===== config.mk =====
export PLATFORM = sky130hd
export DESIGN_NAME = knob_wiggle_gesture_detector_flat
export DESIGN_NICKNAME = d
export VERILOG_FILES = /design/src/rtl/kwg_pkg.sv /design/src/rtl/kwg_in_if.sv /design/src/rtl/kwg_out_if.sv /design/src/rtl/kwg_cfg_regs.sv /design/src/rtl/kwg_ctrl.sv /design/src/rtl/kwg_datapath.sv /design/src/rtl/knob_wiggle_gesture_detector.sv /design/src/flat_wrapper.sv
export SDC_FILE = /design/constraint.sdc
export NUM_CORES = 1
export LEC_CHECK = 0
export BUFFER_PORTS_ARGS = -buffer_cell sky130_fd_sc_hd__buf_2
export CORE_MARGIN = 2
export CORE_UTILIZATION = 64
export CTS_CLUSTER_DIAMETER = 50
export CTS_CLUSTER_SIZE = 40
export DETAILED_ROUTE_END_ITERATION = 16
export PLACE_DENSITY = 0.82
export SETUP_SLACK_MARGIN = 0.02
export SLEW_MARGIN = 20
export SYNTH_ARGS = -nofsm -noshare
export SYNTH_HDL_FRONTEND = slang
export SYNTH_SLANG_ARGS = --single-unit
export TNS_END_PERCENT = 5

===== constraint.sdc =====
create_clock -name clk -period 7.9 [get_ports clk]
set_input_delay 0.395 -clock clk [delete_from_list [all_inputs] [get_ports clk]]
set_output_delay 0.395 -clock clk [all_outputs]
set_load 0.01 [all_outputs]

===== src/rtl/kwg_pkg.sv =====
package kwg_pkg;

  localparam int RAW_W    = 10;
  localparam int BRIGHT_W = 8;
  localparam int TIME_W   = 32;
  localparam int MS_W     = 16;
  localparam int CMD_W    = 3;
  localparam int CFG_IDX_W = 3;
  localparam int CFG_DATA_W = 16;

  // Divider sizing: the numerator magnitude is at most 1023 * 255, which fits in 18 bits.
  localparam int NUM_W     = 18;
  localparam int DEN_W     = RAW_W;
  localparam int DIV_STEPS = NUM_W;
  localparam int DIV_CNT_W = $clog2(DIV_STEPS);

  localparam logic [BRIGHT_W-1:0] LEVEL_RESET  = 8'd150;
  localparam logic [BRIGHT_W-1:0] SETUP_BRIGHT = 8'd200;
  localparam logic [BRIGHT_W-1:0] PHASE_MAX    = 8'd255;
  localparam logic [BRIGHT_W-1:0] PHASE_NEXT   = 8'd3;
  localparam logic [BRIGHT_W-1:0] PHASE_SETUP  = 8'd5;

  typedef enum logic [CFG_IDX_W-1:0] {
    CFG_POT_MIN    = 3'd0,
    CFG_POT_MAX    = 3'd1,
    CFG_INVERT     = 3'd2,
    CFG_BRIGHT_MIN = 3'd3,
    CFG_BRIGHT_MAX = 3'd4,
    CFG_MIN_SWING  = 3'd5,
    CFG_WINDOW     = 3'd6,
    CFG_PAUSE      = 3'd7
  } cfg_idx_t;

  typedef enum logic [CMD_W-1:0] {
    CMD_NONE        = 3'd0,
    CMD_NEXT        = 3'd1,
    CMD_PREV        = 3'd2,
    CMD_ENTER_SETUP = 3'd3,
    CMD_LEAVE_SETUP = 3'd4
  } cmd_code_t;

  typedef enum logic [2:0] {
    ST_IDLE,
    ST_MUL,
    ST_DIV,
    ST_MAPB,
    ST_TRACK
  } ctrl_state_t;

  typedef struct packed {
    logic [RAW_W-1:0]    pot_min;
    logic [RAW_W-1:0]    pot_max;
    logic                invert;
    logic [BRIGHT_W-1:0] bright_min;
    logic [BRIGHT_W-1:0] bright_max;
    logic [BRIGHT_W-1:0] min_swing;
    logic [MS_W-1:0]     window_ms;
    logic [MS_W-1:0]     pause_ms;
  } cfg_t;

  typedef struct packed {
    logic load;
    logic mul;
    logic div_step;
    logic map_b;
    logic commit;
  } ctrl_cmd_t;

  typedef struct packed {
    logic div_last;
    logic slot_free;
  } ctrl_status_t;

endpackage


===== src/rtl/kwg_in_if.sv =====
interface kwg_in_if;
  logic                         valid;
  logic                         ready;
  logic [kwg_pkg::RAW_W-1:0]    sample;
  logic [kwg_pkg::TIME_W-1:0]   now_ms;

  modport source (output valid, output sample, output now_ms, input ready);
  modport sink   (input valid, input sample, input now_ms, output ready);
endinterface


===== src/rtl/kwg_out_if.sv =====
interface kwg_out_if;
  logic                          valid;
  logic                          ready;
  logic [kwg_pkg::BRIGHT_W-1:0]  brightness;
  logic [kwg_pkg::BRIGHT_W-1:0]  shown_brightness;
  logic [kwg_pkg::CMD_W-1:0]     command;
  logic                          setup_active;

  modport source (output valid, output brightness, output shown_brightness,
                  output command, output setup_active, input ready);
  modport sink   (input valid, input brightness, input shown_brightness,
                  input command, input setup_active, output ready);
endinterface


===== src/rtl/kwg_cfg_regs.sv =====
module kwg_cfg_regs (
  input  logic                              clk,
  input  logic                              rst_n,
  input  logic                              cfg_we,
  input  logic [kwg_pkg::CFG_IDX_W-1:0]     cfg_index,
  input  logic [kwg_pkg::CFG_DATA_W-1:0]    cfg_wdata,
  output kwg_pkg::cfg_t                     cfg
);

  kwg_pkg::cfg_t cfg_r;
  kwg_pkg::cfg_t cfg_nxt;

  always_comb begin
    cfg_nxt = cfg_r;
    if (cfg_we) begin
      case (kwg_pkg::cfg_idx_t'(cfg_index))
        kwg_pkg::CFG_POT_MIN:    cfg_nxt.pot_min    = cfg_wdata[kwg_pkg::RAW_W-1:0];
        kwg_pkg::CFG_POT_MAX:    cfg_nxt.pot_max    = cfg_wdata[kwg_pkg::RAW_W-1:0];
        kwg_pkg::CFG_INVERT:     cfg_nxt.invert     = cfg_wdata[0];
        kwg_pkg::CFG_BRIGHT_MIN: cfg_nxt.bright_min = cfg_wdata[kwg_pkg::BRIGHT_W-1:0];
        kwg_pkg::CFG_BRIGHT_MAX: cfg_nxt.bright_max = cfg_wdata[kwg_pkg::BRIGHT_W-1:0];
        kwg_pkg::CFG_MIN_SWING:  cfg_nxt.min_swing  = cfg_wdata[kwg_pkg::BRIGHT_W-1:0];
        kwg_pkg::CFG_WINDOW:     cfg_nxt.window_ms  = cfg_wdata;
        kwg_pkg::CFG_PAUSE:      cfg_nxt.pause_ms   = cfg_wdata;
        default: ;
      endcase
    end
  end

  always_ff @(posedge clk) begin
    if (!rst_n) begin
      cfg_r.pot_min    <= 10'd0;
      cfg_r.pot_max    <= 10'd1023;
      cfg_r.invert     <= 1'b0;
      cfg_r.bright_min <= 8'd0;
      cfg_r.bright_max <= 8'd255;
      cfg_r.min_swing  <= 8'd20;
      cfg_r.window_ms  <= 16'd3000;
      cfg_r.pause_ms   <= 16'd400;
    end else begin
      cfg_r <= cfg_nxt;
    end
  end

  assign cfg = cfg_r;

endmodule


===== src/rtl/kwg_ctrl.sv =====
module kwg_ctrl (
  input  logic                   clk,
  input  logic                   rst_n,
  input  logic                   in_valid,
  output logic                   in_ready,
  input  kwg_pkg::ctrl_status_t  status,
  output kwg_pkg::ctrl_cmd_t     cmd
);

  kwg_pkg::ctrl_state_t state_r;
  kwg_pkg::ctrl_state_t state_nxt;

  always_comb begin
    state_nxt = state_r;
    case (state_r)
      kwg_pkg::ST_IDLE:  if (in_valid) begin
        state_nxt = kwg_pkg::ST_MUL;
      end
      kwg_pkg::ST_MUL:   state_nxt = kwg_pkg::ST_DIV;
      kwg_pkg::ST_DIV:   if (status.div_last) begin
        state_nxt = kwg_pkg::ST_MAPB;
      end
      kwg_pkg::ST_MAPB:  state_nxt = kwg_pkg::ST_TRACK;
      kwg_pkg::ST_TRACK: if (status.slot_free) begin
        state_nxt = kwg_pkg::ST_IDLE;
      end
      default:           state_nxt = kwg_pkg::ST_IDLE;
    endcase
  end

  always_comb begin
    cmd      = '0;
    in_ready = 1'b0;
    case (state_r)
      kwg_pkg::ST_IDLE: begin
        in_ready = 1'b1;
        cmd.load = in_valid;
      end
      kwg_pkg::ST_MUL:   cmd.mul      = 1'b1;
      kwg_pkg::ST_DIV:   cmd.div_step = 1'b1;
      kwg_pkg::ST_MAPB:  cmd.map_b    = 1'b1;
      kwg_pkg::ST_TRACK: cmd.commit   = status.slot_free;
      default: ;
    endcase
  end

  always_ff @(posedge clk) begin
    if (!rst_n) begin
      state_r <= kwg_pkg::ST_IDLE;
    end else begin
      state_r <= state_nxt;
    end
  end

`ifndef SYNTHESIS
  // The divider always runs to its last step before the brightness is finished.
  a_mapb_after_div: assert property (@(posedge clk) disable iff (!rst_n)
    cmd.map_b |-> $past(cmd.div_step) && $past(status.div_last))
    else $error("brightness finished without a completed division");

  // A new request is never taken while an earlier one is still being worked on.
  a_no_overlap: assert property (@(posedge clk) disable iff (!rst_n)
    cmd.load |=> !in_ready && cmd.mul)
    else $error("request accepted during an active computation");

  // Each request is committed at most once: after a commit the sequencer is idle.
  a_commit_once: assert property (@(posedge clk) disable iff (!rst_n)
    cmd.commit |=> in_ready && !cmd.commit)
    else $error("result committed twice");
`endif

endmodule


===== src/rtl/kwg_datapath.sv =====
module kwg_datapath (
  input  logic                             clk,
  input  logic                             rst_n,
  input  kwg_pkg::cfg_t                    cfg,
  input  logic [kwg_pkg::RAW_W-1:0]        in_sample,
  input  logic [kwg_pkg::TIME_W-1:0]       in_now_ms,
  input  kwg_pkg::ctrl_cmd_t               cmd,
  output kwg_pkg::ctrl_status_t            status,
  kwg_out_if.source                        out_ch
);

  localparam int BW = kwg_pkg::BRIGHT_W;
  localparam int TW = kwg_pkg::TIME_W;

  // Operand capture.
  logic [kwg_pkg::RAW_W-1:0]   v_clamp;
  logic [kwg_pkg::RAW_W:0]     v_mirror;
  logic [kwg_pkg::RAW_W-1:0]   v_sel;
  logic signed [kwg_pkg::RAW_W:0] voff_r, den_r;
  logic signed [BW:0]          bdiff_r;
  logic [TW-1:0]               now_r;

  // Multiply and divider operands.
  logic signed [kwg_pkg::RAW_W+BW+1:0] prod;
  logic [kwg_pkg::RAW_W+BW+1:0]        prod_mag;
  logic [kwg_pkg::RAW_W:0]             den_abs;
  logic                                q_neg_r, den_zero_r;
  logic [kwg_pkg::DEN_W-1:0]           den_mag_r;
  logic [kwg_pkg::NUM_W-1:0]           nq_r;
  logic [kwg_pkg::DEN_W-1:0]           rem_r;
  logic [kwg_pkg::DIV_CNT_W-1:0]       cnt_r;
  logic [kwg_pkg::DEN_W:0]             rem_sh;
  logic                                rem_ge;
  logic [kwg_pkg::DEN_W:0]             rem_sub;

  logic [BW-1:0] q8, q_signed, b_nxt, b_r;

  // Tracker state.
  logic [BW-1:0] level_r, level_nxt;
  logic          active_r, active_nxt;
  logic [TW-1:0] start_time_r, start_time_nxt;
  logic [TW-1:0] last_time_r, last_time_nxt;
  logic          first_up_r, first_up_nxt;
  logic [BW-1:0] start_level_r, start_level_nxt;
  logic [BW-1:0] phase_r, phase_nxt;
  logic          setup_r, setup_nxt;
  kwg_pkg::cmd_code_t code_nxt;

  logic              changed, up, reversal, swing_short, expired;
  logic signed [BW+1:0] swing;
  logic [TW-1:0]     since_start, since_change;

  // Result register.
  logic          out_valid_r;
  logic [BW-1:0] out_bright_r, out_shown_r;
  logic [kwg_pkg::CMD_W-1:0] out_cmd_r;
  logic          out_setup_r;

  // Clamp, optional mirror, and the signed offsets of the linear map.
  always_comb begin
    if (in_sample < cfg.pot_min) begin
      v_clamp = cfg.pot_min;
    end else if (in_sample > cfg.pot_max) begin
      v_clamp = cfg.pot_max;
    end else begin
      v_clamp = in_sample;
    end
    v_mirror = {1'b0, cfg.pot_max} + {1'b0, cfg.pot_min} - {1'b0, v_clamp};
    v_sel    = cfg.invert ? v_mirror[kwg_pkg::RAW_W-1:0] : v_clamp;
  end

  always_ff @(posedge clk) begin
    if (cmd.load) begin
      voff_r  <= $signed({1'b0, v_sel}) - $signed({1'b0, cfg.pot_min});
      den_r   <= $signed({1'b0, cfg.pot_max}) - $signed({1'b0, cfg.pot_min});
      bdiff_r <= $signed({1'b0, cfg.bright_max}) - $signed({1'b0, cfg.bright_min});
      now_r   <= in_now_ms;
    end
  end

  // Sign-magnitude split so the divider works on unsigned values and truncates toward zero.
  always_comb begin
    prod     = voff_r * bdiff_r;
    prod_mag = prod[$bits(prod)-1] ? -prod : prod;
    den_abs  = den_r[kwg_pkg::RAW_W] ? -den_r : den_r;
  end

  // Restoring divider, one quotient bit per cycle.
  always_comb begin
    rem_sh  = {rem_r, nq_r[kwg_pkg::NUM_W-1]};
    rem_ge  = rem_sh >= {1'b0, den_mag_r};
    rem_sub = rem_sh - {1'b0, den_mag_r};
  end

  always_ff @(posedge clk) begin
    if (cmd.mul) begin
      q_neg_r    <= prod[$bits(prod)-1] ^ den_r[kwg_pkg::RAW_W];
      den_zero_r <= (den_r == '0);
      den_mag_r  <= den_abs[kwg_pkg::DEN_W-1:0];
      nq_r       <= prod_mag[kwg_pkg::NUM_W-1:0];
      rem_r      <= '0;
    end else if (cmd.div_step) begin
      nq_r  <= {nq_r[kwg_pkg::NUM_W-2:0], rem_ge};
      rem_r <= rem_ge ? rem_sub[kwg_pkg::DEN_W-1:0] : rem_sh[kwg_pkg::DEN_W-1:0];
    end
  end

  always_ff @(posedge clk) begin
    if (!rst_n) begin
      cnt_r <= '0;
    end else if (cmd.mul) begin
      cnt_r <= '0;
    end else if (cmd.div_step) begin
      cnt_r <= cnt_r + 1'b1;
    end
  end

  // The sequencer may commit when the result register is empty or is being emptied.
  assign status = '{div_last:  (cnt_r == kwg_pkg::DIV_CNT_W'(kwg_pkg::DIV_STEPS - 1)),
                    slot_free: (!out_valid_r || out_ch.ready)};

  // Only the low byte of the mapped value is kept, so only the low quotient byte matters.
  always_comb begin
    q8       = nq_r[BW-1:0];
    q_signed = q_neg_r ? -q8 : q8;
    b_nxt    = den_zero_r ? cfg.bright_min : q_signed + cfg.bright_min;
  end

  always_ff @(posedge clk) begin
    if (cmd.map_b) begin
      b_r <= b_nxt;
    end
  end

  // Gesture tracker update.
  always_comb begin
    changed      = (b_r != level_r);
    up           = first_up_r ^ ~phase_r[0];
    reversal     = up ? (level_r > b_r) : (level_r < b_r);
    swing        = up ? ($signed({2'b00, level_r}) - $signed({2'b00, start_level_r}))
                      : ($signed({2'b00, start_level_r}) - $signed({2'b00, level_r}));
    swing_short  = swing < $signed({2'b00, cfg.min_swing});
    since_start  = now_r - start_time_r;
    since_change = now_r - last_time_r;
    expired      = (since_start > {{(TW-kwg_pkg::MS_W){1'b0}}, cfg.window_ms}) ||
                   (since_change > {{(TW-kwg_pkg::MS_W){1'b0}}, cfg.pause_ms});

    level_nxt       = level_r;
    active_nxt      = active_r;
    start_time_nxt  = start_time_r;
    last_time_nxt   = last_time_r;
    first_up_nxt    = first_up_r;
    start_level_nxt = start_level_r;
    phase_nxt       = phase_r;
    setup_nxt       = setup_r;
    code_nxt        = kwg_pkg::CMD_NONE;

    if (changed) begin
      level_nxt     = b_r;
      last_time_nxt = now_r;
      if (!active_r) begin
        active_nxt      = 1'b1;
        start_time_nxt  = now_r;
        first_up_nxt    = b_r > level_r;
        start_level_nxt = level_r;
        phase_nxt       = 8'd1;
      end else if (reversal) begin
        if (phase_r[0] && swing_short) begin
          active_nxt = 1'b0;
        end else if (phase_r != kwg_pkg::PHASE_MAX) begin
          phase_nxt = phase_r + 1'b1;
        end
      end
    end else if (active_r && expired) begin
      active_nxt = 1'b0;
      if (phase_r == kwg_pkg::PHASE_NEXT && !setup_r) begin
        code_nxt = first_up_r ? kwg_pkg::CMD_NEXT : kwg_pkg::CMD_PREV;
      end else if (phase_r == kwg_pkg::PHASE_SETUP) begin
        code_nxt  = setup_r ? kwg_pkg::CMD_LEAVE_SETUP : kwg_pkg::CMD_ENTER_SETUP;
        setup_nxt = !setup_r;
      end
    end
  end

  always_ff @(posedge clk) begin
    if (!rst_n) begin
      level_r       <= kwg_pkg::LEVEL_RESET;
      active_r      <= 1'b0;
      start_time_r  <= '0;
      last_time_r   <= '0;
      first_up_r    <= 1'b1;
      start_level_r <= '0;
      phase_r       <= '0;
      setup_r       <= 1'b0;
    end else if (cmd.commit) begin
      level_r       <= level_nxt;
      active_r      <= active_nxt;
      start_time_r  <= start_time_nxt;
      last_time_r   <= last_time_nxt;
      first_up_r    <= first_up_nxt;
      start_level_r <= start_level_nxt;
      phase_r       <= phase_nxt;
      setup_r       <= setup_nxt;
    end
  end

  // Output register: holds one finished result while the next request is computed.
  always_ff @(posedge clk) begin
    if (!rst_n) begin
      out_valid_r <= 1'b0;
    end else if (cmd.commit) begin
      out_valid_r <= 1'b1;
    end else if (out_ch.ready) begin
      out_valid_r <= 1'b0;
    end
  end

  always_ff @(posedge clk) begin
    if (cmd.commit) begin
      out_bright_r <= b_r;
      out_shown_r  <= setup_nxt ? kwg_pkg::SETUP_BRIGHT : b_r;
      out_cmd_r    <= code_nxt;
      out_setup_r  <= setup_nxt;
    end
  end

  assign out_ch.valid            = out_valid_r;
  assign out_ch.brightness       = out_bright_r;
  assign out_ch.shown_brightness = out_shown_r;
  assign out_ch.command          = out_cmd_r;
  assign out_ch.setup_active     = out_setup_r;

`ifndef SYNTHESIS
  // A running gesture always has at least one counted phase.
  a_active_phase: assert property (@(posedge clk) disable iff (!rst_n)
    active_r |-> phase_r != '0)
    else $error("active gesture with zero phases");

  // The shown brightness departs from the mapped one only in setup.
  a_shown_setup: assert property (@(posedge clk) disable iff (!rst_n)
    out_valid_r && (out_shown_r != out_bright_r) |-> out_setup_r)
    else $error("shown brightness overridden outside setup");

  // Entering setup is reported together with setup active, leaving without it.
  a_setup_cmd: assert property (@(posedge clk) disable iff (!rst_n)
    out_valid_r && (out_cmd_r == kwg_pkg::CMD_ENTER_SETUP ||
                    out_cmd_r == kwg_pkg::CMD_LEAVE_SETUP)
      |-> out_setup_r == (out_cmd_r == kwg_pkg::CMD_ENTER_SETUP))
    else $error("setup command disagrees with setup flag");
`endif

endmodule


===== src/rtl/knob_wiggle_gesture_detector.sv =====
// Knob wiggle gesture detector. Each request carries an averaged 10-bit knob
// reading and a millisecond timestamp; each request yields exactly one result
// with the mapped brightness, the brightness to show (200 while in setup), a
// command code and the setup flag. At the edge that accepts a request the
// reading is clamped and the operands are captured; then the product is
// formed, the bit-serial restoring divider of the linear map runs to its
// last step, the brightness is finished and the gesture tracker is updated.
// A new request is accepted only after the previous one has passed the
// tracker update. A finished result sits in an output register, so the next
// request is accepted and worked on while the previous result waits to be
// taken; the tracker update stalls only if that register is still full.
// Configuration registers are written through the cfg_ port and must only be
// written while no request is in flight.
module knob_wiggle_gesture_detector (
  input  logic                              clk,
  input  logic                              rst_n,
  kwg_in_if.sink                            in_ch,
  kwg_out_if.source                         out_ch,
  input  logic                              cfg_we,
  input  logic [kwg_pkg::CFG_IDX_W-1:0]     cfg_index,
  input  logic [kwg_pkg::CFG_DATA_W-1:0]    cfg_wdata
);

  kwg_pkg::cfg_t         cfg;
  kwg_pkg::ctrl_cmd_t    cmd;
  kwg_pkg::ctrl_status_t status;

  // Register file holding the eight settings of the map and the tracker.
  kwg_cfg_regs u_cfg (
    .clk       (clk),
    .rst_n     (rst_n),
    .cfg_we    (cfg_we),
    .cfg_index (cfg_index),
    .cfg_wdata (cfg_wdata),
    .cfg       (cfg)
  );

  // Sequencer: accepts a request, walks it through multiply, divide and update.
  kwg_ctrl u_ctrl (
    .clk      (clk),
    .rst_n    (rst_n),
    .in_valid (in_ch.valid),
    .in_ready (in_ch.ready),
    .status   (status),
    .cmd      (cmd)
  );

  // Datapath: linear map, divider, gesture tracker and the result register.
  kwg_datapath u_dp (
    .clk       (clk),
    .rst_n     (rst_n),
    .cfg       (cfg),
    .in_sample (in_ch.sample),
    .in_now_ms (in_ch.now_ms),
    .cmd       (cmd),
    .status    (status),
    .out_ch    (out_ch)
  );

endmodule


===== src/flat_wrapper.sv =====
// flat-port wrapper written by rule: the top's interface ports become plain ports
module knob_wiggle_gesture_detector_flat 
  (clk, rst_n, cfg_we, cfg_index, cfg_wdata, in_ch_valid, in_ch_sample, in_ch_now_ms, in_ch_ready, out_ch_valid, out_ch_brightness, out_ch_shown_brightness, out_ch_command, out_ch_setup_active, out_ch_ready);
  kwg_in_if in_ch_i ();
  kwg_out_if out_ch_i ();
  input  logic clk;
  input  logic rst_n;
  input  logic cfg_we;
  input  logic [kwg_pkg::CFG_IDX_W-1:0] cfg_index;
  input  logic [kwg_pkg::CFG_DATA_W-1:0] cfg_wdata;
  input wire logic [$bits(in_ch_i.valid)-1:0] in_ch_valid;
  input wire logic [$bits(in_ch_i.sample)-1:0] in_ch_sample;
  input wire logic [$bits(in_ch_i.now_ms)-1:0] in_ch_now_ms;
  output wire logic [$bits(in_ch_i.ready)-1:0] in_ch_ready;
  output wire logic [$bits(out_ch_i.valid)-1:0] out_ch_valid;
  output wire logic [$bits(out_ch_i.brightness)-1:0] out_ch_brightness;
  output wire logic [$bits(out_ch_i.shown_brightness)-1:0] out_ch_shown_brightness;
  output wire logic [$bits(out_ch_i.command)-1:0] out_ch_command;
  output wire logic [$bits(out_ch_i.setup_active)-1:0] out_ch_setup_active;
  input wire logic [$bits(out_ch_i.ready)-1:0] out_ch_ready;
  assign in_ch_i.valid = in_ch_valid;
  assign in_ch_i.sample = in_ch_sample;
  assign in_ch_i.now_ms = in_ch_now_ms;
  assign in_ch_ready = in_ch_i.ready;
  assign out_ch_valid = out_ch_i.valid;
  assign out_ch_brightness = out_ch_i.brightness;
  assign out_ch_shown_brightness = out_ch_i.shown_brightness;
  assign out_ch_command = out_ch_i.command;
  assign out_ch_setup_active = out_ch_i.setup_active;
  assign out_ch_i.ready = out_ch_ready;
  knob_wiggle_gesture_detector u_core (.clk(clk), .rst_n(rst_n), .in_ch(in_ch_i), .out_ch(out_ch_i), .cfg_we(cfg_we), .cfg_index(cfg_index), .cfg_wdata(cfg_wdata));
endmodule

==> results of run 1 <==
[layer usage]
layer	vias up	share of wire	GRT usage	routed length, um
li1	9482	-	-	-
met1	9416	0.44	0.405	25700
met2	581	0.48	0.527	28000
met3	116	0.058	0.0399	3390
met4	0	0.031	0.107	1850
met5	-	0	0	0
[state kept, by name (all words and copies together) (netlist names), 3 cells and up]
signal,cells
u_core.u_dp.out_ch.command,3
u_core.u_dp.level_r,8
u_core.u_dp.cnt_r,5
u_core.u_dp.rem_r,10
u_core.u_dp.last_time_r,32
u_core.u_dp.den_mag_r,10
u_core.u_dp.start_time_r,32
u_core.u_dp.start_level_r,8
u_core.u_dp.b_r,8
u_core.u_dp.nq_r,18
u_core.u_dp.now_r,32
u_core.u_dp.den_r,11
u_core.u_dp.voff_r,11
u_core.u_ctrl.state_r,3
u_core.u_dp.phase_r,8
u_core.u_dp.bdiff_r,9
u_core.u_dp.out_ch.brightness,8
u_core.u_dp.out_ch.shown_brightness,8
u_core.u_cfg.cfg,77
[power breakdown]
part           switching [mW]  total (mW)  internal [mW]
logic                    4.68        8.36           3.69
registers               0.133        2.02           1.88
clock network           0.746        1.65          0.907
[cell usage after synthesis, types with 53 or more instances]
cell type and instances:
ha_1 249, and2_1 55, clkbuf_1 86, fa_1 102
nor2_1 114, xnor2_1 99, inv_1 302, dfxtp_1 187
nand2_1 488, a21oi_1 247, edfxtp_1 121, o21ai_0 103
a21o_1 55, xor2_1 53
[per-stage QoR]
stage	worst slack [ns]	area (um^2)
floorplan	2.19	23600
global placement	2.09	24400
detailed placement	1.93	24400
CTS	1.86	25800
global route	1.39	25800
finish	1.82	25800
[layout make-up]
class / count / area, um^2 / area share
flip-flops and latches: 308 / 7380 / 0.286
clock buffers: 40 / 947 / 0.0367
diodes: 2 / 5.00 / 0.000194
inverters: 303 / 1140 / 0.0442
repair buffers: 124 / 768 / 0.0298
multi-input cells: 2040 / 14800 / 0.572
clock inverters: 21 / 230 / 0.00892
well taps: 468 / 586 / 0.0227
[logic make-up after synthesis]
logic type,share of synthesized area
and+or+nand+nor,0.167
AOI/OAI and AO/OA,0.165
buffers and inverters,0.0646
adders and majority gates,0.218
DFF,0.312
xor gates and xnor gates,0.0563
muxes,0.0162
[critical path, delay by kind of cell, from the launching register on]
family | cells | cell delay (ns)
XOR/XNOR | 2 | 0.36
AND/OR/NAND/NOR | 2 | 0.37
flip-flops | 1 | 0.53
adder cells (fa/ha/maj) | 6 | 2.92
AO/OA/AOI/OAI | 7 | 1.30
buffers and inverters | 2 | 0.32
[path summary, 6_finish.rpt]
| kind | startpoint | to | slack [ns] | depth (start not counted) |
|---|---|---|---|---|
| max reg2reg | u_core.u_dp.voff_r[0]$_DFFE_PP_ | u_core.u_dp.nq_r[3]$_DFFE_PP_ | 1.82 | 19 |
| min | in_ch_now_ms[20] | u_core.u_dp.now_r[20]$_DFFE_PP_ | 0.02 | 1 |
| max | u_core.u_dp.voff_r[0]$_DFFE_PP_ | u_core.u_dp.nq_r[3]$_DFFE_PP_ | 1.82 | 19 |
| min reg2reg | u_core.u_dp.last_time_r[2]$_SDFFE_PN0P_ | u_core.u_dp.last_time_r[2]$_SDFFE_PN0P_ | 0.45 | 2 |
==> run summary, run 1 <==
CP dominant cell by count: fa_1
Worst-path clk slew: 0.07 ns
Filler cell count: 2830
DRT iter0 DRCs: 1284
Grt ovf: 0
Pwr/cell area: 466 nW/um^2
Core box area: 36500 um^2
Hold crit path type: in2reg
RSZ-0062 raised after global routing: false
Minimum clock period: 6.08 ns
Final net count: 3228
Clk buf depth: 3
Final Util: 0.707
Synth Area per Inst: 8.60 um^2
Wire per inst: 17.8 um
Worst skew pair latency: 0.55 ns
Hold_buf cts: 22
Outcome: complete, no violations
Final ANT Viol Nets: 0
Setup Fix Bufs, Post-CTS: 0
Synth top area cells: dfxtp_1 (16%), edfxtp_1 (15%), ha_1 (13%)
H-tree levels: 2
WL final: 58900 um
Area grow syn2layout: 9.19%
Ys Warns: 0
Non-Filler Instances: 3306
CP endpoint kind: flop
Async set-reset flop share out of synthesis: 0
Tightest Pin Transition: 1.03 ns
Slew Viols, Final: 0
Setup crit start kind: flop
Worst Path Arrival: 6.36 ns
Initial antenna violation count: 2
Total Power: 12.0 mW
WP data required: 8.18 ns
IO buf count: 87
Max VDD drop: 778 uV
Critical path type: reg2reg
Setup Viol. Count Final: 0
Largest stage delay, worst path: 0.57 ns
Synth area leader: dfxtp_1
Die Ht: 196 um
# placed instances: 3221
Largest fanout on the critical path: 18
Top_reg_cell synth: dfxtp_1
Cell row count: 70
Share of layout cells above drive strength 1: 0.0712
Crit path cell chain: nand2b_1, fa_1, fa_1, inv_1, fa_1, fa_1, fa_1, ha_1, o21ai_0, a21boi_1, o21ai_1, a2111oi_0, nor2_1, o21ai_1, xnor2_1, buf_4, a21oi_1, xnor2_1, o21ai_1
Vias: 19595
Final hold slack: 0.0226 ns
First drt pass iteration count: 8
Global placement routability congestion: 0.934
Setup TNS: 0 ns
Pin count of the biggest net entering global routing: 77
CTS root buffer: clkbuf_16
Die Wd: 196 um
Endpoints failing hold: 0
Initial Util: 0.647
Seq/Total Area, Yosys: 0.312
Max cap viols: 0
CP max-delay cell: fa_1
Leak: 10.6 nW
Tot GR Track Use: 0.309
Vias in the first global route: 19387
Net Count, Synth: 3167
Final HPWL from detailed placement: 44800 um
Achievable Freq: 164 MHz
# clock sinks: 308
Period Utilization, post-route: 0.770
Most frequent cells in the layout: nand2_1 (488), inv_1 (302), ha_1 (249), a21oi_1 (247), dfxtp_1 (187)
Synthesized area: 23600 um^2
DR vias/cell: 5.93
Post_cts resized: 0
Register bit total from synthesis: 308
Yosys cell types: 89
First-pass GRT wire length: 95900 um
CTS tree: built
DRC viols: 0
Die area: 38500 um^2
Synth top area share: 0.158
Worst slew slack as a fraction of its limit: 0.307
Number of synthesized flops with an enable pin: 121
CTS Buf Count: 34
Mapped Cells: 2750
Commonest non-fill, non-tap cell in the layout: nand2_1
Setup Skew: 0.0220 ns
Number of I/O pins: 88
(Power assumes the default switching activity.)
==> run 2: changes to the inputs <==
ABC_AREA = 1   (was not set)
clock period = 5.6 ns   (was 7.9 ns; I/O delays follow)
==> run summary, run 2 <==
Outcome: complete, no violations
Die Ht: 200 um
RSZ-0062 raised after global routing: true
Slew Viols, Final: 0
Seq/Total Area, Yosys: 0.299
Synth top area share: 0.152
Synthesized area: 24700 um^2
Worst slew slack as a fraction of its limit: 0.368
First-pass GRT wire length: 107000 um
Global placement routability congestion: 1.02
Placed Area: 25700 um^2
Period Utilization, post-route: 0.966
Number of I/O pins: 88
Final HPWL from detailed placement: 50100 um
Wire per inst: 16.4 um
Max cap viols: 0
DRC viols: 0
Achievable Freq: 185 MHz
Final hold slack: 0.0323 ns
Clk buf depth: 3
CTS root buffer: clkbuf_16
Setup crit start kind: flop
Max FFs per register: 77
Async set-reset flop share out of synthesis: 0
Most frequent cells in the layout: nand2_1 (794), inv_1 (623), ha_1 (242), a21oi_1 (222), o21ai_0 (207)
Grt ovf: 0
Top_reg_cell synth: dfxtp_1
Tightest Pin Transition: 0.944 ns
# clock sinks: 308
Worst Path Arrival: 5.72 ns
Critical path type: reg2reg
R2r startpoint: u_core.u_dp.bdiff_r[2]$_DFFE_PP_
Vias: 22123
Worst skew pair latency: 0.57 ns
Synth top area cells: dfxtp_1 (15%), edfxtp_1 (15%), ha_1 (13%)
Post-synth top cells: nand2_1 (799), inv_1 (624), ha_1 (249)
Synth area leader: dfxtp_1
Pin count of the biggest net entering global routing: 80
Synth Area per Inst: 7.40 um^2
CP endpoint kind: flop
Die area: 40200 um^2
CP Launch Point: u_core.u_dp.bdiff_r[2]$_DFFE_PP_
Minimum clock period: 5.41 ns
Share of layout cells above drive strength 1: 0.0916
Area grow syn2layout: 12.3%
Worst-path clk slew: 0.07 ns
WP data required: 5.91 ns
Final net count: 3894
Net Count, Synth: 3753
Setup Viol. Count Final: 0
Fin area: 27700 um^2
Endpoints failing hold: 0
DR vias/cell: 5.51
Core box area: 37800 um^2
Die Wd: 200 um
Initial antenna violation count: 3
IO buf count: 87
Initial Util: 0.653
First drt pass iteration count: 6
Mapped Cells: 3336
Register bit total from synthesis: 308
Number of synthesized flops with an enable pin: 121
Count leader, synth: nand2_1
Largest fanout on the critical path: 7
Commonest non-fill, non-tap cell in the layout: nand2_1
Vias in the first global route: 21737
Yosys cell types: 54
Hold Crit Start: cfg_wdata[9]
CTS Buf Count: 36
WL final: 65700 um
Cell row count: 71
CTS tree: built
DRT iter0 DRCs: 1974
Tot GR Track Use: 0.324
H-tree levels: 2
Hold crit path type: in2reg
Setup Skew: 0.0254 ns
Final ANT Viol Nets: 0
Ys Warns: 0
-- run 2: cell types whose count changed after synthesis, moves of 27 or more --
cell | previous run | this run
a21o_1 | 55 | 8
nand2_1 | 488 | 799
nand2b_1 | 38 | 0
xor2_1 | 53 | 87
nor2_1 | 114 | 205
xnor2_1 | 99 | 28
and2_1 | 55 | 7
inv_1 | 302 | 624
o21a_1 | 30 | 2
o21ai_0 | 103 | 212
nand3_1 | 36 | 144
mux2i_1 | 35 | 2
nor2b_1 | 27 | 0
-- run 2: final timing paths --
kind / endpoint / slack [ns] / cells after the start
setup / recovery: u_core.u_dp.nq_r[9]$_DFFE_PP_ / 0.19 / 22
hold / removal: u_core.u_cfg.cfg[66]$_SDFFE_PN1P_ / 0.03 / 3
setup reg to reg: u_core.u_dp.nq_r[9]$_DFFE_PP_ / 0.19 / 22
hold reg to reg: u_core.u_dp.last_time_r[24]$_SDFFE_PN0P_ / 0.46 / 2
-- run 2: logic make-up after synthesis --
family / synth area share
AOI/OAI and AO/OA: 0.124
muxes: 0.000810
DFF: 0.299
adders and majority gates: 0.209
xor gates and xnor gates: 0.0427
and+or+nand+nor: 0.213
buffers and inverters: 0.112
-- run 2: area by class of cell --
cell class              count  area [um^2]
repair buffers            184         1260
multi-input cells        2297        14800
fillers                  2902        10100
inverters                 650         2440
clock inverters            29          363
flip-flops and latches    308         7380
clock buffers              37          905
diodes                      1         2.50
well taps                 511          639
-- run 2: timing repair --
action                     CTS  global route
resized for setup            3            35
hold buffers                34             0
hold endpoints to repair    34             0
pin swaps                    0            16
gates cloned                 0             2
buffers inserted             0            38
setup endpoints to repair    8            23
-- run 2: per-layer routing --
layer | share of wire | global-route usage | vias to the layer above
li1 | - | - | 10948
met1 | 0.43 | 0.435 | 10230
met2 | 0.46 | 0.546 | 819
met3 | 0.079 | 0.0519 | 126
met4 | 0.024 | 0.0857 | 0
met5 | 0 | 0 | -
-- run 2: worst max-delay path, stage by stage (launching register included) --
cell and delay, ns:
edfxtp_1 0.48, buf_6 0.16, nand2_2 0.06, fa_1 0.53, inv_1 0.05, fa_1 0.47, fa_1 0.59, fa_1 0.45
fa_1 0.59, ha_4 0.23, a21oi_4 0.15, nand2_2 0.07, nand4_1 0.08, nand2_2 0.07, a21o_1 0.19, nand2_1 0.07
nand3_2 0.11, xor2_2 0.20, buf_6 0.16, buf_4 0.12, o31ai_2 0.06, xnor2_1 0.17, o21ai_1 0.07
-- run 2: stage by stage --
step | instances | utilization | setup slack (ns) | TNS [ns]
6_report | 4017 | 0.733 | 0.190 | 0
4_1_cts | 3976 | 0.721 | 0.0359 | 0
5_1_grt | 4016 | 0.733 | -0.0836 | -0.379
3_3_place_gp | 3876 | 0.678 | 0.0845 | 0
3_5_place_dp | 3876 | 0.678 | -0.0442 | -0.0921
2_1_floorplan | 3336 | - | 0.113 | 0
Power of run 2 is not shown: default switching activity piles up to over one toggle a cycle in this logic, so the estimate is an artifact.
